==> src/qpht_pkg.sv <==
// ----------------------------------------------------------------------------
// qpht_pkg: shared types and constants
// widths, codes and controller/datapath command and status structs
// ----------------------------------------------------------------------------
package qpht_pkg;

  localparam int TableSize  = 64;
  localparam int KeyBits    = 32;
  localparam int ValueBits  = 32;
  localparam int ProbeLimit = 64;

  localparam int SlotBits  = $clog2(TableSize);
  localparam int CountBits = $clog2(TableSize + 1);
  localparam int ProbeBits = $clog2(ProbeLimit + 1);

  typedef logic [1:0] kind_t;
  localparam kind_t KIND_GET    = 2'd0;
  localparam kind_t KIND_PUT    = 2'd1;
  localparam kind_t KIND_REMOVE = 2'd2;
  localparam kind_t KIND_CLEAR  = 2'd3;

  typedef logic [1:0] status_t;
  localparam status_t ST_OK       = 2'd0;
  localparam status_t ST_NOTFOUND = 2'd1;
  localparam status_t ST_FULL     = 2'd2;
  localparam status_t ST_NULL     = 2'd3;

  typedef logic [1:0] tag_t;
  localparam tag_t TAG_EMPTY = 2'd0;
  localparam tag_t TAG_LIVE  = 2'd1;
  localparam tag_t TAG_TOMB  = 2'd2;

  // controller to datapath
  typedef struct packed {
    logic load;        // capture request, start probe 0
    logic issue;       // read slot at current probe
    logic advance;     // step to next probe
    logic clear_step;  // clear one tag
    logic write_new;   // write key/value/tag live at chosen slot
    logic write_val;   // overwrite value at hit slot
    logic write_tomb;  // tag hit slot as tombstone
    logic finish;      // latch result
    status_t status;
  } cmd_t;

  // datapath to controller
  typedef struct packed {
    kind_t kind;
    logic  null_op;
    logic  is_empty;   // slot read back empty
    logic  is_hit;     // slot live and key matches
    logic  is_tomb;
    logic  last_probe;
    logic  have_tomb;
    logic  table_half;
    logic  live_zero;
    logic  clear_last;
  } stat_t;

endpackage

==> src/qpht_ctrl.sv <==
// ----------------------------------------------------------------------------
// qpht_ctrl: request sequencer
// walks probes one slot read at a time and issues memory writes
// ----------------------------------------------------------------------------
module qpht_ctrl
  import qpht_pkg::*;
(
  input  logic  clk,
  input  logic  rst,
  input  logic  in_valid,
  output logic  in_ready,
  output logic  out_valid,
  input  logic  out_ready,
  output cmd_t  cmd,
  input  stat_t stat
);
  typedef enum logic [2:0] {
    S_IDLE, S_DECODE, S_READ, S_CHECK, S_CLEAR, S_WRITE, S_DONE
  } state_t;

  state_t  state;
  status_t res;
  logic    write_new;
  logic    write_val;
  logic    write_tomb;
  logic    init_sweep;  // tag sweep after reset, gives no response

  assign in_ready = state == S_IDLE && !out_valid;

  always_comb begin
    cmd            = '0;
    cmd.load       = in_valid && in_ready;
    cmd.issue      = state == S_READ;
    cmd.clear_step = state == S_CLEAR;
    cmd.write_new  = state == S_WRITE && write_new;
    cmd.write_val  = state == S_WRITE && write_val;
    cmd.write_tomb = state == S_WRITE && write_tomb;
    cmd.advance    = state == S_CHECK && !stat.is_empty && !stat.is_hit && !stat.last_probe;
    cmd.finish     = state == S_DONE;
    cmd.status     = res;
  end

  always_ff @(posedge clk) begin
    if (rst) begin
      state      <= S_CLEAR;
      init_sweep <= 1'b1;
      out_valid  <= 1'b0;
      res        <= ST_OK;
      write_new  <= 1'b0;
      write_val  <= 1'b0;
      write_tomb <= 1'b0;
    end else begin
      if (out_valid && out_ready) begin
        out_valid <= 1'b0;
      end
      case (state)
        S_IDLE: begin
          if (in_valid && in_ready) begin
            state <= S_DECODE;
          end
        end
        S_DECODE: begin
          write_new  <= 1'b0;
          write_val  <= 1'b0;
          write_tomb <= 1'b0;
          res        <= ST_OK;
          if (stat.kind == KIND_CLEAR) begin
            state <= S_CLEAR;
          end else if (stat.null_op) begin
            res   <= ST_NULL;
            state <= S_DONE;
          end else if (stat.kind == KIND_GET && stat.live_zero) begin
            res   <= ST_NOTFOUND;
            state <= S_DONE;
          end else if (stat.kind == KIND_PUT && stat.table_half) begin
            res   <= ST_FULL;
            state <= S_DONE;
          end else begin
            state <= S_READ;
          end
        end
        S_READ: state <= S_CHECK;
        S_CHECK: begin
          if (stat.is_hit) begin
            // keep slot so result value is read back unchanged
            write_val  <= stat.kind == KIND_PUT;
            write_tomb <= stat.kind == KIND_REMOVE;
            state      <= S_WRITE;
          end else if (stat.is_empty || stat.last_probe) begin
            if (stat.kind == KIND_PUT &&
                (stat.is_empty || stat.have_tomb || stat.is_tomb)) begin
              write_new <= 1'b1;
              state     <= S_WRITE;
            end else begin
              res   <= stat.is_empty ? ST_NOTFOUND : ST_FULL;
              state <= S_DONE;
            end
          end else begin
            state <= S_READ;
          end
        end
        S_CLEAR: begin
          if (stat.clear_last) begin
            if (init_sweep) begin
              init_sweep <= 1'b0;
              state      <= S_IDLE;
            end else begin
              state <= S_DONE;
            end
          end
        end
        S_WRITE: state <= S_DONE;
        S_DONE: begin
          out_valid <= 1'b1;
          state     <= S_IDLE;
        end
        default: state <= S_IDLE;
      endcase
    end
  end

  a_load_idle: assert property (@(posedge clk) disable iff (rst)
    cmd.load |-> !out_valid) else $error("load while result pending");
  a_done_valid: assert property (@(posedge clk) disable iff (rst)
    state == S_DONE |=> out_valid) else $error("result not shown");
  a_one_write: assert property (@(posedge clk) disable iff (rst)
    $countones({cmd.write_new, cmd.write_val, cmd.write_tomb}) <= 1)
    else $error("conflicting writes");
endmodule

==> config.mk <==
export PLATFORM = sky130hd
export DESIGN_NAME = qpht_ctrl
export DESIGN_NICKNAME = d
export VERILOG_FILES = /design/src/qpht_pkg.sv /design/src/qpht_ctrl.sv
export SDC_FILE = /design/constraint.sdc
export NUM_CORES = 1
export LEC_CHECK = 0
export BUFFER_PORTS_ARGS = -buffer_cell sky130_fd_sc_hd__clkbuf_2
export CORE_UTILIZATION = 40
export DETAILED_ROUTE_END_ITERATION = 8
export PLACE_DENSITY = 0.78
export SLEW_MARGIN = 30
export SYNTH_ARGS = -nofsm -noshare
export SYNTH_HDL_FRONTEND = slang
export SYNTH_SLANG_ARGS = --single-unit
==> constraint.sdc <==
create_clock -name clk -period 1.5 [get_ports clk]
set_input_delay 0.3 -clock clk [delete_from_list [all_inputs] [get_ports clk]]
set_output_delay 0.3 -clock clk [all_outputs]
set_load 0.02 [all_outputs]
==> flow_summary.toml, run 1 <==
[route]
drc = 0
firstDrtPassIters = 4
wl_per_cell_um = 13.3
drtAntennaViolNets = 0
via_count = 814
routed_wl_um = 1920
vias_per_cell = 5.65
first_iter_violations = 31

[worst_setup_path]
start_kind = "register"
crit_family = "simple AND/OR/NAND/NOR gates"
required_ps = 1200
path_cells = "nor2b_2, and2b_1, clkbuf_2"
critical_path.endpoint_type = "output port"
critical_path_class = "reg2out"
cp_max_fo = 5
path_buf_inv = 1
crit_slowest_cell = "dfxtp_2"
arrival_ps = 1290
cp_slowest_stage_delay_ps = 360

[sta]
slew_violations = 0
tns_ps = -223
worst_slew_pin_slew_ps = 328
fin_crit_sh = 1.06
finalHoldViolCount = 0
grt_setup_unrepaired = "yes"
setup_ws_ps = -88.0
hold_ws_ps = 296
setup_violations = 8
slew_headroom = 0.779
clock.fmax_mhz = 630
period_needed_ps = 1590
clock_skew_ps = 5.51

[cts]
cts_tree = "yes"
cts_buffers = 3
clkSinkCount = 10
clockRootBuffer = "clkbuf_4"
postCtsHoldBufs = 0
ctsLongestPathBuffers = 2
clk_latency_ps = 280
path_clk_slew_ps = 70
h-tree-depth = 1

[placement]
hpwl_um = 1300
portBuffers = 26
gp_congestion = 0.824

[floorplanning]
initial_core_util = 0.436
die_w_um = 42.8
dieArea_um2 = 1830
io_pins = 27
die_y_um = 42.8
row_count = 14
coreArea_um2 = 1520

[power_and_ir_drop]
irDropWorstVdd_v = 0.000661
p_leak_nw = 0.517
power.density_nw_per_um2 = 837
finalPower_mw = 0.880

[logic_synthesis]
netlist_area_um2 = 664
synth_seq_area_share = 0.301
synthTopCellsByArea = "dfxtp_1 (30%), nor2_1 (7.9%), a21oi_1 (3.8%)"
yosysTopAreaCell = "dfxtp_1"
yosys.area.top_type_share = 0.301
yosysWarnings = 0
synth_seq_cells = 10
syn_area_per_cell_um2 = 7.64
synth_nets = 102
syn_inst = 87
synth_cell_types = 35

[status]
status = "complete, but fails checks"
violations = "negative setup slack"

[run]
cap_violations = 0

[global_route]
track_usage = 0.205
grt_overflow = 0
antenna_found_initial = 0
grt_pass1_wl_um = 2890
grt_max_degree = 17
grt_use_met3 = 0.0511
busiest_layer = "met2"
use_met2 = 0.361
use_met1 = 0.253
grt_pass1_vias = 714

[cells_and_area]
area_growth_pct = 58.2
fin_util = 0.690
layout_common_cells = "clkbuf_2 (21), nor2_1 (14), buf_4 (14)"
drive_gt1_frac = 0.430
finalNetCount = 144
fillCellCount = 108
num_antenna_cells = 0
layout_commonest_cell = "clkbuf_2"

[worst_hold_path]
hold_path_class = "in2reg"
[flip-flops by register name, summed over array words and instances (netlist names)]
name,cells
init_sweep,1
out_valid,1
res,2
state,3
write_new,1
write_tomb,1
write_val,1
[cells by family (layout without fill, tap and decap cells)]
| logic type | after synthesis | in the layout | synth area share |
|---|---|---|---|
| flip-flops | 10 | 10 | 0.301 |
| AO/OA/AOI/OAI | 25 | 25 | 0.290 |
| buffers and inverters | 9 | 50 | 0.0527 |
| AND/OR/NAND/NOR | 43 | 43 | 0.356 |
[cell type report]
type | instances | area, um2 | share of cell area
well taps | 16 | 20.0 | 0.0190
clock buffers | 4 | 36.3 | 0.0345
repair buffers | 41 | 294 | 0.280
inverters | 5 | 18.8 | 0.0179
multi-input cells | 68 | 475 | 0.452
flip-flops and latches | 10 | 206 | 0.196
[synthesized netlist by cell type]
| cell | number |
|---|---|
| nor2_1 | 14 |
| dfxtp_1 | 10 |
| a21oi_1 | 5 |
| inv_1 | 5 |
| nor3_1 | 4 |
| a22oi_1 | 3 |
| and3_1 | 3 |
| nand2_1 | 3 |
| nand2b_1 | 3 |
| nor3b_1 | 3 |
| nor4_1 | 3 |
| a21o_1 | 2 |
| a221o_1 | 2 |
| and3b_1 | 2 |
| clkbuf_1 | 2 |
| nor2b_1 | 2 |
| o21a_1 | 2 |
| o311a_1 | 2 |
| a211o_1 | 1 |
| a211oi_1 | 1 |
| a31o_2 | 1 |
| a32oi_1 | 1 |
| and2_1 | 1 |
| and2b_1 | 1 |
| buf_1 | 1 |
| buf_2 | 1 |
| nand2b_2 | 1 |
| nand3b_1 | 1 |
| o211a_1 | 1 |
| o211ai_1 | 1 |
| o21ai_0 | 1 |
| o21bai_1 | 1 |
| o221a_1 | 1 |
| or2b_1 | 1 |
| or3_1 | 1 |
[per-stage QoR]
step / instances / cell area (um2) / setup slack [ps]
after floorplan: 87 / 682 / 11.6
after global routing: 144 / 1050 / -144
after CTS: 142 / 997 / -24.2
after detailed placement: 135 / 903 / -16.3
final: 144 / 1050 / -88.0
after global placement: 135 / 903 / 35.0
[tightest hold or removal path, stage by stage]
cell      delay [ps]
clkbuf_2          80
inv_1             40
a21oi_1           50
nor2_1            70
[final timing paths]
kind | startpoint | to | slack (ps) | cells after the start
setup reg to reg | state[1] | res[1] | -10 | 5
hold / removal | out_ready | out_valid | 300 | 4
setup / recovery | state[2] | cmd[6] | -90 | 3
hold reg to reg | init_sweep | init_sweep | 480 | 1
[power breakdown]
part,total [mW],switching [mW],internal (mW),leakage [nW]
logic,0.321,0.162,0.159,0.413
clock network,0.259,0.111,0.148,0.0210
registers,0.300,0.0175,0.283,0.0824
[repair_timing]
item / CTS / global route
pin swaps: 2 / 0
hold endpoints to repair: 0 / 0
resized for setup: 13 / 12
setup endpoints to repair: 9 / 11
buffers inserted: 3 / 2
[layer usage]
metal  vias to the layer above  wire, um
li1                        402         -
met1                       375       852
met2                        33       908
met3                         4       127
met4                         0        29
met5                         -         0
Note: power is estimated with default switching activity, not from simulation.
==> inputs of run 2 (changes only) <==
CORE_UTILIZATION = 35   (was 40)
PLACE_DENSITY = 0.68   (was 0.78)
clock period = 1.6 ns   (was 1.5 ns; I/O delays follow)
==> run 2 against run 1 <==
The flow now finishes without violations. Combinational power decreased by 27%. Power is 21% lower. Global-route usage down 1.6 points. Worst setup slack improved by 140 ps. Die area is 14% higher. Final cell count shrank 2.1%. Sequential share of layout area rose by 3.1 points. Non-clock buffer count shrank 11. Critical path type unchanged. Critical endpoint is now in_ready. Largest cell class unchanged. Largest power group is now sequential cells. Highest routed layer unchanged.
==> flow_summary.toml, run 2 (synthesized netlist as in run 1, its figures left out) <==
[power_and_ir_drop]
power.density_nw_per_um2 = 763
p_leak_nw = 0.446
finalPower_mw = 0.694
irDropWorstVdd_v = 0.000506

[route]
first_iter_violations = 20
vias_per_cell = 5.30
routed_wl_um = 1710
drtAntennaViolNets = 0
via_count = 747
firstDrtPassIters = 4
wl_per_cell_um = 12.1
drc = 0

[cells_and_area]
area_growth_pct = 36.7
finalNetCount = 133
top_regs = "state: 3 flops, res: 2 flops"
layout_commonest_cell = "clkbuf_2"
drive_gt1_frac = 0.362
largest_reg_flops = 3
top_register = "state"
layout_common_cells = "clkbuf_2 (24), nor2_1 (14), dfxtp_1 (7)"
fin_util = 0.520
num_antenna_cells = 0

[floorplanning]
row_count = 15
dieArea_um2 = 2080
die_y_um = 45.6
die_w_um = 45.6
io_pins = 27
coreArea_um2 = 1750
initial_core_util = 0.381

[global_route]
track_usage = 0.189
grt_overflow = 0
antenna_found_initial = 0
grt_max_degree = 16
grt_pass1_wl_um = 2840
grt_pass1_vias = 646

[sta]
slew_headroom = 0.754
period_needed_ps = 1550
setup_violations = 0
hold_ws_ps = 325
clock_skew_ps = 2.32
slew_violations = 0
clock.fmax_mhz = 645
finalHoldViolCount = 0
worst_slew_pin_slew_ps = 368
setup_ws_ps = 48.4
tns_ps = 0
fin_crit_sh = 0.970

[worst_setup_path]
arrival_ps = 1230
cp_max_fo = 7
critical_path.endpoint_type = "output port"
start_kind = "register"
crit_slowest_cell = "dfxtp_2"
crit_family = "buffers and inverters"
required_ps = 1280
critical_path_class = "reg2out"
path_buf_inv = 2
path_cells = "buf_4, nor4_4, buf_2"
cp_slowest_stage_delay_ps = 350

[cts]
clkSinkCount = 10
post-cts-setup-buffers = 0
cts_tree = "yes"
clockRootBuffer = "clkbuf_4"
clk_latency_ps = 260
ctsLongestPathBuffers = 2
cts_buffers = 3
h-tree-depth = 1
path_clk_slew_ps = 60

[placement]
dpl_worst_slack_ps = 82.9
gp_congestion = 0.839
hpwl_um = 1300
portBuffers = 26

[status]
status = "completed"

[run]
cap_violations = 0

[worst_hold_path]
hold_path_class = "in2reg"
run 2: through the flow:
stage               instances  cell area, um2
floorplan                  87             664
global placement          138             840
detailed placement        138             840
CTS                       141             871
global route              141             908
finish                    141             908
run 2: routing by layer:
layer,wire [um],vias up,global-route usage
li1,-,378,-
met1,791,338,0.268
met2,795,28,0.280
met3,97,3,0.0238
met4,23,0,0.0909
met5,0,-,0
run 2: area by class of cell:
cell class,count,area (um2)
Sequential cell,10,206
Multi-Input combinational cell,68,463
Inverter,5,18.8
Tap cell,25,31.3
Fill cell,179,837
Clock buffer,3,22.5
Timing Repair Buffer,30,166
run 2: timing repair:
action | CTS | global route
hold buffers | 0 | 0
endpoints found under the setup margin | 9 | 7
gates resized for setup | 3 | 11
pin swaps | 0 | 0
run 2: where the power goes:
group / internal, mW / switching, mW
registers: 0.266 / 0.0218
logic: 0.108 / 0.126
clock network: 0.0870 / 0.0858
total: 0.460 / 0.233
run 2: path summary, 6_finish.rpt:
| check | startpoint | slack, ps | to | cells after the start |
|---|---|---|---|---|
| worst min-delay path | stat[0] | 320 | init_sweep | 3 |
| worst max register to register | state[2] | 70 | res[1] | 4 |
| worst min register to register | init_sweep | 470 | init_sweep | 1 |
| worst max-delay path | state[2] | 50 | in_ready | 3 |
run 2: worst reg2reg max path, stage by stage (launching register included):
cell and delay [ps]:
dfxtp_2 350, nand2b_2 210, a211o_1 300, or3_1 360, o221a_1 200
==> inputs of run 3 (changes only) <==
CORE_UTILIZATION = 43   (was 35)
PLACE_DENSITY = 0.79   (was 0.68)
==> run 3 against run 2 <==
Critical endpoint is now cmd[9]. Die area fell by 18%. Largest power group unchanged. Register-to-register slack hardly changed. Largest cell class unchanged. Critical path depth is the same. Utilization grew 14 points. Sequential power hardly changed. The flow now finishes with violations (negative setup slack). Clock skew rose by 6.4 ps. Highest routed layer unchanged.
==> flow_summary.toml, run 3 (synthesized netlist as in run 1, its figures left out) <==
[worst_setup_path]
critical_path_class = "reg2out"
critPathCapture = "cmd[9]"
cp-startpoint = "state[0]"
arrival_ps = 1290
start_kind = "register"
regToRegSetupSlack_ps = 70
r2r-start = "state[2]"
critical_path.endpoint_type = "output port"
cp_max_fo = 16
r2r_cells = 4
reg2reg_to = "res[1]"
required_ps = 1280

[power_and_ir_drop]
power.density_nw_per_um2 = 841
irDropWorstVdd_v = 0.000531
p_leak_nw = 0.447

[cells_and_area]
top_register = "state"
layout_common_cells = "clkbuf_2 (24), nor2_1 (14), dfxtp_1 (8)"
fin_cells = 131
area_growth_pct = 35.4
drive_gt1_frac = 0.353
num_antenna_cells = 0
final_area_um2 = 900
finalNetCount = 132
layout_commonest_cell = "clkbuf_2"
largest_reg_flops = 3
fillCellCount = 116
top_regs = "state: 3 flops, res: 2 flops"

[route]
vias_per_cell = 5.89
firstDrtPassIters = 4
routed_wl_um = 1800
via_count = 772
first_iter_violations = 28
drtAntennaViolNets = 0
wl_per_cell_um = 13.7
drc = 0

[global_route]
grt_pass1_wl_um = 2520
grt_pass1_vias = 595
antenna_found_initial = 0
grt_max_degree = 17
grt_overflow = 0
track_usage = 0.222

[cts]
clockRootBuffer = "clkbuf_4"
cts_tree = "yes"
h-tree-depth = 1
clkSinkCount = 10
cts_buffers = 3
ctsLongestPathBuffers = 2
post-cts-setup-buffers = 0
path_clk_slew_ps = 80
cts_resized = 2
clk_latency_ps = 270
postCtsHoldBufs = 0

[sta]
finalHoldViolCount = 0
slew_headroom = 0.794
tns_ps = -11.2
period_needed_ps = 1610
setup_violations = 1
worst_slew_pin_slew_ps = 309
fin_crit_sh = 1.01
setup_ws_ps = -11.2
clock.fmax_mhz = 621
grt_setup_unrepaired = "yes"
clock_skew_ps = 8.68
slew_violations = 0
hold_ws_ps = 329

[placement]
portBuffers = 26
gp_congestion = 0.840
dp.cells = 127
hpwl_um = 1290
dpl_cell_area_um2 = 820

[status]
violations = "negative setup slack"
status = "complete, but fails checks"

[floorplanning]
io_pins = 27
die_w_um = 41.3
initial_core_util = 0.486
die_y_um = 41.3
dieArea_um2 = 1710
coreArea_um2 = 1370
row_count = 13

[run]
cap_violations = 0

[worst_hold_path]
hold_path_class = "in2reg"
==> run 3: worst min-delay path by stage <==
| stage | startpoint | to | slack (ps) | depth (start not counted) |
|---|---|---|---|---|
| detailed placement | init_sweep | init_sweep | 450 | 1 |
| CTS | stat[0] | init_sweep | 330 | 3 |
| global placement | init_sweep | init_sweep | 440 | 1 |
| floorplan | init_sweep | init_sweep | 430 | 1 |
| finish | stat[0] | init_sweep | 330 | 3 |
| global route | stat[0] | init_sweep | 360 | 3 |
==> run 3: routing by layer <==
metal	up-vias	track usage	wire, um
met2	22	0.324	864
met4	0	0.0726	15
met3	2	0.0479	89
met1	369	0.322	831
met5	-	0	0
li1	379	-	-
==> run 3: layout make-up <==
cell class / instances / area [um2] / area share
clock buffer: 4 / 36.3 / 0.0403
inverter: 5 / 18.8 / 0.0209
multi-input combinational: 68 / 463 / 0.515
sequential: 10 / 205 / 0.228
tap: 15 / 18.8 / 0.0209
timing repair buffer: 29 / 158 / 0.175
==> run 3: through the flow <==
| step | power [mW] | util | setup slack [ps] |
|---|---|---|---|
| after CTS | 0.728 | 0.629 | 3.41 |
| after floorplan | 0.418 | - | 6.27 |
| final | 0.756 | 0.658 | -11.2 |
| after detailed placement | 0.493 | 0.600 | 89.0 |
| after global routing | 0.794 | 0.658 | -79.0 |
| after global placement | 0.489 | 0.600 | 110 |
==> run 3: worst max-delay path, cell delays in order, from the launching register on <==
cell	delay (ps)
dfxtp_1	340
buf_4	200
nor4_2	290
buf_4	200
==> run 3: report_power, final <==
part | total [mW] | internal, mW | switching (mW)
sequential | 0.285 | 0.265 | 0.0204
combinational | 0.238 | 0.108 | 0.130
clock | 0.233 | 0.138 | 0.0949
total | 0.756 | 0.511 | 0.245
